$ cat src/design/pidt_pkg.sv
package pidt_pkg;

    localparam int FRAC_BITS  = 8;

    localparam int PITCH_W    = 17;
    localparam int ERR_W      = PITCH_W + 1;
    localparam int SUM_W      = 16;
    localparam int SUM_EXT_W  = ERR_W + 1;
    localparam int DIFF_W     = ERR_W + 1;
    localparam int GAIN_W     = 16;
    localparam int LIM_W      = 15;
    localparam int CUT_W      = 17;
    localparam int DRIVE_W    = 32;
    localparam int P_KP_W     = GAIN_W + 1 + ERR_W;
    localparam int P_KI_W     = GAIN_W + 1 + SUM_W;
    localparam int P_KD_W     = GAIN_W + 1 + DIFF_W;
    localparam int ACC_W      = P_KD_W + 1;

    localparam int CFG_IDX_W  = 3;
    localparam int CFG_DATA_W = 17;

    localparam logic [CFG_IDX_W-1:0] REG_SETPOINT       = 3'd0;
    localparam logic [CFG_IDX_W-1:0] REG_KP_GAIN        = 3'd1;
    localparam logic [CFG_IDX_W-1:0] REG_KI_GAIN        = 3'd2;
    localparam logic [CFG_IDX_W-1:0] REG_KD_GAIN        = 3'd3;
    localparam logic [CFG_IDX_W-1:0] REG_INTEGRAL_LIMIT = 3'd4;
    localparam logic [CFG_IDX_W-1:0] REG_TILT_CUTOFF    = 3'd5;

    typedef struct packed {
        logic signed [PITCH_W-1:0] setpoint;
        logic [GAIN_W-1:0]         kp_gain;
        logic [GAIN_W-1:0]         ki_gain;
        logic [GAIN_W-1:0]         kd_gain;
        logic [LIM_W-1:0]          integral_limit;
        logic [CUT_W-1:0]          tilt_cutoff;
    } cfg_t;

    localparam cfg_t CFG_RESET = '{
        setpoint:       17'sd0,
        kp_gain:        16'd11520,
        ki_gain:        16'd2560,
        kd_gain:        16'd3840,
        integral_limit: 15'd2048,
        tilt_cutoff:    17'd7680
    };

    typedef struct packed {
        logic signed [ERR_W-1:0]  err;
        logic signed [SUM_W-1:0]  sum;
        logic signed [DIFF_W-1:0] diff;
        logic                     cut;
    } front_t;

    typedef struct packed {
        logic signed [P_KP_W-1:0] p_kp;
        logic signed [P_KI_W-1:0] p_ki;
        logic signed [P_KD_W-1:0] p_kd;
        logic                     cut;
    } prod_t;

endpackage

$ cat src/design/pidt_cfg.sv
module pidt_cfg
    import pidt_pkg::*;
(
    input  logic                  clk,
    input  logic                  rst_n,
    input  logic                  cfg_we,
    input  logic [CFG_IDX_W-1:0]  cfg_index,
    input  logic [CFG_DATA_W-1:0] cfg_wdata,
    output cfg_t                  cfg
);

    cfg_t cfg_reg;
    cfg_t cfg_next;

    always_comb
    begin
        cfg_next = cfg_reg;
        if (cfg_we)
        begin
            unique case (cfg_index)
                REG_SETPOINT:       cfg_next.setpoint       = $signed(cfg_wdata[PITCH_W-1:0]);
                REG_KP_GAIN:        cfg_next.kp_gain        = cfg_wdata[GAIN_W-1:0];
                REG_KI_GAIN:        cfg_next.ki_gain        = cfg_wdata[GAIN_W-1:0];
                REG_KD_GAIN:        cfg_next.kd_gain        = cfg_wdata[GAIN_W-1:0];
                REG_INTEGRAL_LIMIT: cfg_next.integral_limit = cfg_wdata[LIM_W-1:0];
                REG_TILT_CUTOFF:    cfg_next.tilt_cutoff    = cfg_wdata[CUT_W-1:0];
                default:            cfg_next = cfg_reg;
            endcase
        end
    end

    always_ff @(posedge clk or negedge rst_n)
    begin
        if (!rst_n)
        begin
            cfg_reg <= CFG_RESET;
        end
        else
        begin
            cfg_reg <= cfg_next;
        end
    end

    assign cfg = cfg_reg;

endmodule

$ cat src/design/pidt_front.sv
module pidt_front
    import pidt_pkg::*;
(
    input  logic                      clk,
    input  logic                      rst_n,
    input  cfg_t                      cfg,
    input  logic                      in_valid,
    output logic                      in_ready,
    input  logic signed [PITCH_W-1:0] pitch,
    output logic                      out_valid,
    input  logic                      out_ready,
    output front_t                    out_data
);

    logic                        valid_reg;
    front_t                      data_reg;
    front_t                      data_next;
    logic signed [SUM_W-1:0]     sum_reg;
    logic signed [ERR_W-1:0]     prev_reg;

    logic signed [ERR_W-1:0]     err;
    logic signed [SUM_EXT_W-1:0] sum_raw;
    logic signed [SUM_EXT_W-1:0] lim_pos;
    logic signed [SUM_EXT_W-1:0] lim_neg;
    logic signed [SUM_EXT_W-1:0] sum_clamped;
    logic [ERR_W-1:0]            mag;
    logic                        accept;

    assign in_ready = !valid_reg || out_ready;
    assign accept   = in_valid && in_ready;

    always_comb
    begin
        err     = {pitch[PITCH_W-1], pitch} - {cfg.setpoint[PITCH_W-1], cfg.setpoint};
        sum_raw = {{(SUM_EXT_W-SUM_W){sum_reg[SUM_W-1]}}, sum_reg}
                + {{(SUM_EXT_W-ERR_W){err[ERR_W-1]}}, err};
        lim_pos = $signed({{(SUM_EXT_W-LIM_W){1'b0}}, cfg.integral_limit});
        lim_neg = -lim_pos;
        if (sum_raw > lim_pos)
        begin
            sum_clamped = lim_pos;
        end
        else if (sum_raw < lim_neg)
        begin
            sum_clamped = lim_neg;
        end
        else
        begin
            sum_clamped = sum_raw;
        end
        mag = err[ERR_W-1] ? ERR_W'(-err) : ERR_W'(err);

        data_next.err  = err;
        data_next.sum  = sum_clamped[SUM_W-1:0];
        data_next.diff = {err[ERR_W-1], err} - {prev_reg[ERR_W-1], prev_reg};
        data_next.cut  = mag > {{(ERR_W-CUT_W){1'b0}}, cfg.tilt_cutoff};
    end

    // advance the integrator and previous error once per accepted request
    always_ff @(posedge clk or negedge rst_n)
    begin
        if (!rst_n)
        begin
            valid_reg <= 1'b0;
            sum_reg   <= '0;
            prev_reg  <= '0;
        end
        else
        begin
            if (in_ready)
            begin
                valid_reg <= in_valid;
            end
            if (accept)
            begin
                sum_reg  <= data_next.sum;
                prev_reg <= data_next.err;
            end
        end
    end

    always_ff @(posedge clk)
    begin
        if (accept)
        begin
            data_reg <= data_next;
        end
    end

    assign out_valid = valid_reg;
    assign out_data  = data_reg;

endmodule

$ cat src/design/pidt_mul.sv
module pidt_mul
    import pidt_pkg::*;
(
    input  logic   clk,
    input  logic   rst_n,
    input  cfg_t   cfg,
    input  logic   in_valid,
    output logic   in_ready,
    input  front_t in_data,
    output logic   out_valid,
    input  logic   out_ready,
    output prod_t  out_data
);

    logic  valid_reg;
    prod_t data_reg;
    prod_t data_next;
    logic  accept;

    assign in_ready = !valid_reg || out_ready;
    assign accept   = in_valid && in_ready;

    always_comb
    begin
        data_next.p_kp = $signed({1'b0, cfg.kp_gain}) * in_data.err;
        data_next.p_ki = $signed({1'b0, cfg.ki_gain}) * in_data.sum;
        data_next.p_kd = $signed({1'b0, cfg.kd_gain}) * in_data.diff;
        data_next.cut  = in_data.cut;
    end

    always_ff @(posedge clk or negedge rst_n)
    begin
        if (!rst_n)
        begin
            valid_reg <= 1'b0;
        end
        else if (in_ready)
        begin
            valid_reg <= in_valid;
        end
    end

    always_ff @(posedge clk)
    begin
        if (accept)
        begin
            data_reg <= data_next;
        end
    end

    assign out_valid = valid_reg;
    assign out_data  = data_reg;

endmodule

$ cat src/design/pidt_out.sv
module pidt_out
    import pidt_pkg::*;
(
    input  logic                      clk,
    input  logic                      rst_n,
    input  logic                      in_valid,
    output logic                      in_ready,
    input  prod_t                     in_data,
    output logic                      out_valid,
    input  logic                      out_ready,
    output logic signed [DRIVE_W-1:0] drive,
    output logic                      cut_off
);

    localparam logic signed [DRIVE_W-1:0] DRIVE_MAX = {1'b0, {(DRIVE_W-1){1'b1}}};
    localparam logic signed [DRIVE_W-1:0] DRIVE_MIN = {1'b1, {(DRIVE_W-1){1'b0}}};

    logic                      valid_reg;
    logic signed [DRIVE_W-1:0] drive_reg;
    logic signed [DRIVE_W-1:0] drive_next;
    logic                      cut_reg;
    logic signed [ACC_W-1:0]   acc;
    logic signed [ACC_W-1:0]   shifted;
    logic [ACC_W-DRIVE_W:0]    top_bits;
    logic                      accept;

    assign in_ready = !valid_reg || out_ready;
    assign accept   = in_valid && in_ready;

    always_comb
    begin
        acc = {{(ACC_W-P_KP_W){in_data.p_kp[P_KP_W-1]}}, in_data.p_kp}
            + {{(ACC_W-P_KI_W){in_data.p_ki[P_KI_W-1]}}, in_data.p_ki}
            + {{(ACC_W-P_KD_W){in_data.p_kd[P_KD_W-1]}}, in_data.p_kd};
        shifted  = acc >>> FRAC_BITS;
        top_bits = shifted[ACC_W-1:DRIVE_W-1];
        if (in_data.cut)
        begin
            drive_next = '0;
        end
        else if ((top_bits == '0) || (top_bits == '1))
        begin
            drive_next = shifted[DRIVE_W-1:0];
        end
        else if (shifted[ACC_W-1])
        begin
            drive_next = DRIVE_MIN;
        end
        else
        begin
            drive_next = DRIVE_MAX;
        end
    end

    always_ff @(posedge clk or negedge rst_n)
    begin
        if (!rst_n)
        begin
            valid_reg <= 1'b0;
        end
        else if (in_ready)
        begin
            valid_reg <= in_valid;
        end
    end

    always_ff @(posedge clk)
    begin
        if (accept)
        begin
            drive_reg <= drive_next;
            cut_reg   <= in_data.cut;
        end
    end

    assign out_valid = valid_reg;
    assign drive     = drive_reg;
    assign cut_off   = cut_reg;

endmodule

$ cat src/design/pid_tilt_controller_unit.sv
// Tilt PID controller with integral clamp, one drive value for both motors.
// Configuration: cfg_we, cfg_index, cfg_wdata write one register per cycle
// (0 setpoint, 1 kp, 2 ki, 3 kd, 4 integral limit, 5 tilt cutoff); other
// indexes are dropped. Write only while no request is in flight.
// Input: one pitch sample per request on in_valid / in_ready.
// Output: drive and cut_off per request on out_valid / out_ready.
// Three register stages: error and integrator, the three gain products,
// then sum, shift, saturation and cutoff into the output register.
// A result is offered once it has passed the front, product and output
// registers; one request is taken every cycle while in_ready is high; the
// integrator loop closes within the first stage, so consecutive samples do
// not wait on each other.
// When the receiver stalls, stages fill one by one and in_ready drops only
// once all three hold a result; empty stages keep taking requests.
// Reset empties the pipeline, clears the integrator and previous error,
// and loads the default gains, limit and cutoff.
module pid_tilt_controller_unit
    import pidt_pkg::*;
(
    input  logic                      clk,
    input  logic                      rst_n,
    input  logic                      cfg_we,
    input  logic [CFG_IDX_W-1:0]      cfg_index,
    input  logic [CFG_DATA_W-1:0]     cfg_wdata,
    input  logic                      in_valid,
    output logic                      in_ready,
    input  logic signed [PITCH_W-1:0] pitch,
    output logic                      out_valid,
    input  logic                      out_ready,
    output logic signed [DRIVE_W-1:0] drive,
    output logic                      cut_off
);

    cfg_t   cfg;
    logic   front_valid;
    logic   front_ready;
    front_t front_data;
    logic   mul_valid;
    logic   mul_ready;
    prod_t  mul_data;

    pidt_cfg u_cfg (
        .clk       (clk),
        .rst_n     (rst_n),
        .cfg_we    (cfg_we),
        .cfg_index (cfg_index),
        .cfg_wdata (cfg_wdata),
        .cfg       (cfg)
    );

    pidt_front u_front (
        .clk       (clk),
        .rst_n     (rst_n),
        .cfg       (cfg),
        .in_valid  (in_valid),
        .in_ready  (in_ready),
        .pitch     (pitch),
        .out_valid (front_valid),
        .out_ready (front_ready),
        .out_data  (front_data)
    );

    pidt_mul u_mul (
        .clk       (clk),
        .rst_n     (rst_n),
        .cfg       (cfg),
        .in_valid  (front_valid),
        .in_ready  (front_ready),
        .in_data   (front_data),
        .out_valid (mul_valid),
        .out_ready (mul_ready),
        .out_data  (mul_data)
    );

    pidt_out u_out (
        .clk       (clk),
        .rst_n     (rst_n),
        .in_valid  (mul_valid),
        .in_ready  (mul_ready),
        .in_data   (mul_data),
        .out_valid (out_valid),
        .out_ready (out_ready),
        .drive     (drive),
        .cut_off   (cut_off)
    );

    a_cut_zero_drive: assert property (
        @(posedge clk) disable iff (!rst_n)
        (out_valid && cut_off) |-> (drive == '0)
    ) else $error("cut_off result carries nonzero drive");

    a_full_only_when_stalled: assert property (
        @(posedge clk) disable iff (!rst_n)
        !in_ready |-> (out_valid && !out_ready && front_valid && mul_valid)
    ) else $error("input stalled while pipeline has room");

    a_empty_after_reset: assert property (
        @(posedge clk)
        !rst_n |=> (!out_valid && in_ready)
    ) else $error("pipeline not empty after reset");

endmodule
$ cat config.mk
export PLATFORM = sky130hd
export DESIGN_NAME = pid_tilt_controller_unit
export DESIGN_NICKNAME = d
export VERILOG_FILES = /design/src/design/pidt_pkg.sv /design/src/design/pidt_cfg.sv /design/src/design/pidt_front.sv /design/src/design/pidt_mul.sv /design/src/design/pidt_out.sv /design/src/design/pid_tilt_controller_unit.sv
export SDC_FILE = /design/constraint.sdc
export NUM_CORES = 2
export LEC_CHECK = 0
export ABC_CLOCK_PERIOD_IN_PS = 7350
export BUFFER_PORTS_ARGS = -buffer_cell sky130_fd_sc_hd__buf_2
export CORE_ASPECT_RATIO = 1.1
export CORE_MARGIN = 2
export CORE_UTILIZATION = 49
export CTS_CLUSTER_SIZE = 10
export DETAILED_ROUTE_END_ITERATION = 8
export GPL_ROUTABILITY_DRIVEN = 0
export GPL_TIMING_DRIVEN = 0
export HOLD_SLACK_MARGIN = 0.12
export MAX_ROUTING_LAYER = met4
export SLEW_MARGIN = 15
export SYNTH_ARGS = -nofsm -noshare
export SYNTH_HDL_FRONTEND = slang
export SYNTH_HIERARCHICAL = 1
export SYNTH_SLANG_ARGS = --single-unit
export TNS_END_PERCENT = 10
$ cat constraint.sdc
create_clock -name clk -period 7.35 [get_ports clk]
set_input_delay 1.1025 -clock clk [delete_from_list [all_inputs] [get_ports clk]]
set_output_delay 1.1025 -clock clk [all_outputs]
set_load 0.005 [all_outputs]
==> run summary <==
STA
----------------------------------------------------------------------------------------
Total count of max-transition violations in the final report ..............            0
Fin crit share ............................................................        99.7%
Rel. slew slack ...........................................................        21.1%
Final period demand of the worst path .....................................      7330 ps
Fin. Hold Viols ...........................................................            0
Layout Skew ...............................................................      26.8 ps
Unrepaired setup endpoints after global routing ...........................         true
Endpoints failing setup ...................................................            0
Final-layout worst hold slack .............................................       369 ps
Max frequency .............................................................      136 MHz
Worst Tran Pin Value ......................................................      1180 ps
Setup total negative slack ................................................         0 ps

SYNTH
----------------------------------------------------------------------------------------
Number of synthesis warnings ..............................................            6
Synthesized-area fraction occupied by ao, oa, aoi and oai cells ...........        7.84%
Post-synthesis adder-cell area fraction ...................................        44.3%
Share of async-settable or async-resettable flops after synthesis .........        41.5%
Combinational family with the most area after synthesis ...................  adder cells
XOR/XNOR Fraction of Synth Area ...........................................        3.16%
Number of register bits inferred by synthesis .............................          323
Sequential fraction of the synthesis area .................................        18.1%
Number of distinct standard cells referenced by the synthesized netlist ...          108
Post-Synth Simple-Gate Area ...............................................        13.6%
Post-Synthesis Net Count ..................................................         6517
Per-instance average area after synthesis .................................     9.64 µm²
Dominant register cell in the synthesized netlist .........................     edfxtp_1
Post-synthesis instance total .............................................         5201
Proportion of synthesized area in mux cells ...............................        2.83%
Post-synthesis instance area ..............................................    50100 µm²
Number of enable flip-flop cells after synthesis ..........................          189

FLOORPLAN
----------------------------------------------------------------------------------------
Area of the die ...........................................................   105000 µm²
Number of top-level design ports ..........................................           77
Initial core utilization ..................................................        49.2%
Row count .................................................................          123
Overall die height ........................................................       339 µm
Core outline area .........................................................   102000 µm²
Width of the chip .........................................................       309 µm

CLOCK TREE
----------------------------------------------------------------------------------------
Root buffer cell ..........................................................    clkbuf_16
TritonCTS clock tree ......................................................         done
Max Buffers Root-to-Sink ..................................................            3
Number of clock buffers inserted by TritonCTS .............................           43
Maximum level of the CTS H-tree ...........................................            2
Clk_lat worst skew ........................................................       630 ps
Total of hold buffers inserted after clock tree synthesis .................            0
Clk sink count ............................................................          323
Clock-pin slew of the registers on the worst-case setup and hold paths ....        70 ps

CRITICAL PATH
----------------------------------------------------------------------------------------
Critical Path End Type ....................................................         flop
Element type at the critical path start ...................................         flop
Critical Path, Cell by Cell ............................................... clkbuf_1, nand2_1, fa_1, inv_1, fa_1, inv_1, fa_1, inv_1, fa_1, fa_1, inv_1, fa_1, inv_1, ha_1, clkbuf_1, a21o_1, a21o_1, a21oi_1, a31oi_1, o22ai_2, o21ai_2, or4_1, nand3_1
Worst setup path class .................................................... flop to flop
Launch point of the worst path ............................................ u_front/out_data[40]
CP delay by family, top ...................................................  adder cells
Largest driver fanout on the critical path ................................           10
Critical Path AT ..........................................................      7670 ps
Startpoint of the most critical register-to-register path ................. u_front/out_data[40]
Slack of the worst reg-to-reg path ........................................        20 ps
Cell seen most often among critical-path stages ...........................         fa_1
Critical Path Max Stage Delay .............................................       570 ps
Slowest-stage cell, CP ....................................................     edfxtp_1
Required @ worst endpoint .................................................      7690 ps
Count of buffer and inverter cells on the critical path ...................            7

JOB
----------------------------------------------------------------------------------------
Max cap viols .............................................................            0

GLOBAL ROUTING
----------------------------------------------------------------------------------------
Wire length of the first global-routing pass ..............................    218000 µm
Global router's overall resource usage ....................................        28.3%
Vias in the first global route ............................................        37300
Antenna violations before repair ..........................................            7
Pin count of the biggest net entering global routing ......................           90
Residual overflow from global routing .....................................            0

ROUTE
----------------------------------------------------------------------------------------
Number of remaining DRC errors ............................................            0
Routed via count divided by cell count ....................................         5.31
Via count of the routed design ............................................        35800
Final Routed Wirelength ...................................................    141000 µm
Number of search-and-repair iterations in the first detailed-routing pass .            8
Post-DR wirelength/cell ...................................................      20.9 µm
Number of routed nets with antenna violations .............................            0
Initial DRC Count .........................................................         2509

PLACE
----------------------------------------------------------------------------------------
DP HPWL ...................................................................    115000 µm
# placed instances ........................................................         6656
IO Port Bufs ..............................................................           75

LAYOUT
----------------------------------------------------------------------------------------
Fraction of final layout cells sized beyond drive strength 1 ..............        8.42%
Final std cells w/o fill ..................................................         6739
Growth of design area from synthesis to finish ............................        7.80%
Number of flip-flops under the largest register name ......................          105
Number of nets at the end of the flow .....................................         6646

WORST HOLD PATH
----------------------------------------------------------------------------------------
Worst min path class ...................................................... input pin to asynchronous set/reset pin

OUTCOME
----------------------------------------------------------------------------------------
Status .................................................................... finished, final reports clean

[routing by layer]
metal	part of all wire [%]	global-route usage [%]	vias up
li1	-	-	16500
met1	44	38.3	18000
met2	46	44.3	1131
met3	6.7	4.35	208
met4	3.3	8.41	0
met5	0	-	-
[synth_stat cells (all sizes together), types with 12 or more instances]
| master | number | area, µm² |
|---|---|---|
| fa | 832 | 16700 |
| and2 | 369 | 2310 |
| nand3 | 41 | 205 |
| o211ai | 12 | 100 |
| nand2 | 596 | 2240 |
| dfstp | 15 | 394 |
| inv | 1156 | 4340 |
| a31oi | 29 | 181 |
| o21bai | 24 | 191 |
| a211oi | 20 | 173 |
| o21a | 33 | 248 |
| or3 | 14 | 97.6 |
| o21ai | 118 | 609 |
| mux2i | 13 | 130 |
| and3 | 29 | 193 |
| a21oi | 177 | 920 |
| xnor2 | 126 | 1100 |
| nand4 | 27 | 169 |
| ha | 442 | 5530 |
| nor2 | 144 | 551 |
| mux2 | 111 | 1290 |
| xor2 | 55 | 482 |
| buf | 36 | 256 |
| nor3 | 40 | 215 |
| a21o | 78 | 586 |
| nand2b | 25 | 156 |
| nor2b | 28 | 175 |
| dfrtp | 119 | 2980 |
| edfxtp | 189 | 5680 |
| o22ai | 15 | 100 |
| clkbuf | 144 | 541 |
[kinds of logic (layout without fill, tap and decap cells)]
| kind of cell | Yosys count | count (layout) |
|---|---|---|
| compound gates | 596 | 596 |
| xor+xnor | 181 | 181 |
| fa+ha+maj | 1274 | 1274 |
| buf+inv | 1337 | 1495 |
| flops | 323 | 323 |
| mux | 124 | 124 |
| other cells | 0 | 5 |
| simple gates | 1366 | 1366 |
[timing repair]
| item | 4_1_cts | 5_1_grt |
|---|---|---|
| pin swaps | 1 | 9 |
| gates cloned | 0 | 0 |
| gates resized for setup | 38 | 57 |
| setup buffers | 2 | 20 |
| setup endpoints to repair | 43 | 47 |
[placed cells by master, fill, tap and decap left out, types with 11 or more instances in the layout]
cell	count
a21oi_1	164
nand2_1	595
nand3_1	41
nor2b_1	28
and2_1	363
mux2_2	99
o21ai_0	95
fa_1	831
clkbuf_1	105
a211oi_1	17
clkbuf_16	43
mux2i_1	12
a21o_1	78
xor2_1	52
nor3_1	37
clkbuf_2	33
o21ai_1	17
buf_4	28
or3_1	11
nor2_1	139
inv_1	1152
and3_1	23
o22ai_1	14
ha_1	441
o21bai_1	23
nand2b_1	25
a31oi_1	29
nand4_1	27
a21oi_2	11
xnor2_1	118
dfstp_2	15
edfxtp_1	189
dfrtp_1	116
o21a_1	33
buf_2	94
[layout make-up]
| cell class | count | area [µm²] |
|---|---|---|
| Clock buffer | 59 | 1140 |
| Sequential cell | 323 | 9050 |
| Buffer | 163 | 796 |
| Inverter | 1156 | 4340 |
| Tap cell | 1375 | 1720 |
| Multi-Input combinational cell | 3541 | 36100 |
| Clock inverter | 15 | 168 |
| Fill cell | 9584 | 47900 |
| Antenna cell | 5 | 12.5 |
| Timing Repair Buffer | 102 | 657 |
[path summary, 6_finish.rpt]
| path | cells after the start | to |
|---|---|---|
| max reg2reg | 23 | u_mul/out_data[103] |
| min in group clk | 2 | u_front/prev_reg[1] |
| max in group asynchronous | 2 | u_cfg/cfg[34] |
| min reg2reg | 2 | u_front/prev_reg[1] |
| min | 1 | u_cfg/cfg[21] |
| max | 23 | u_mul/out_data[103] |
[per-stage QoR]
step	worst slack [ps]	util, %	instance area [µm²]
floorplan	619	-	50100
global placement	-1430	51.2	52200
detailed placement	-1060	51.4	52400
CTS	5.52	52.7	53700
global route	-175	53.0	54000
finish	21.3	53.0	54000
Power is not shown: default switching activity piles up to over one toggle a cycle in this logic, so the estimate is an artifact.
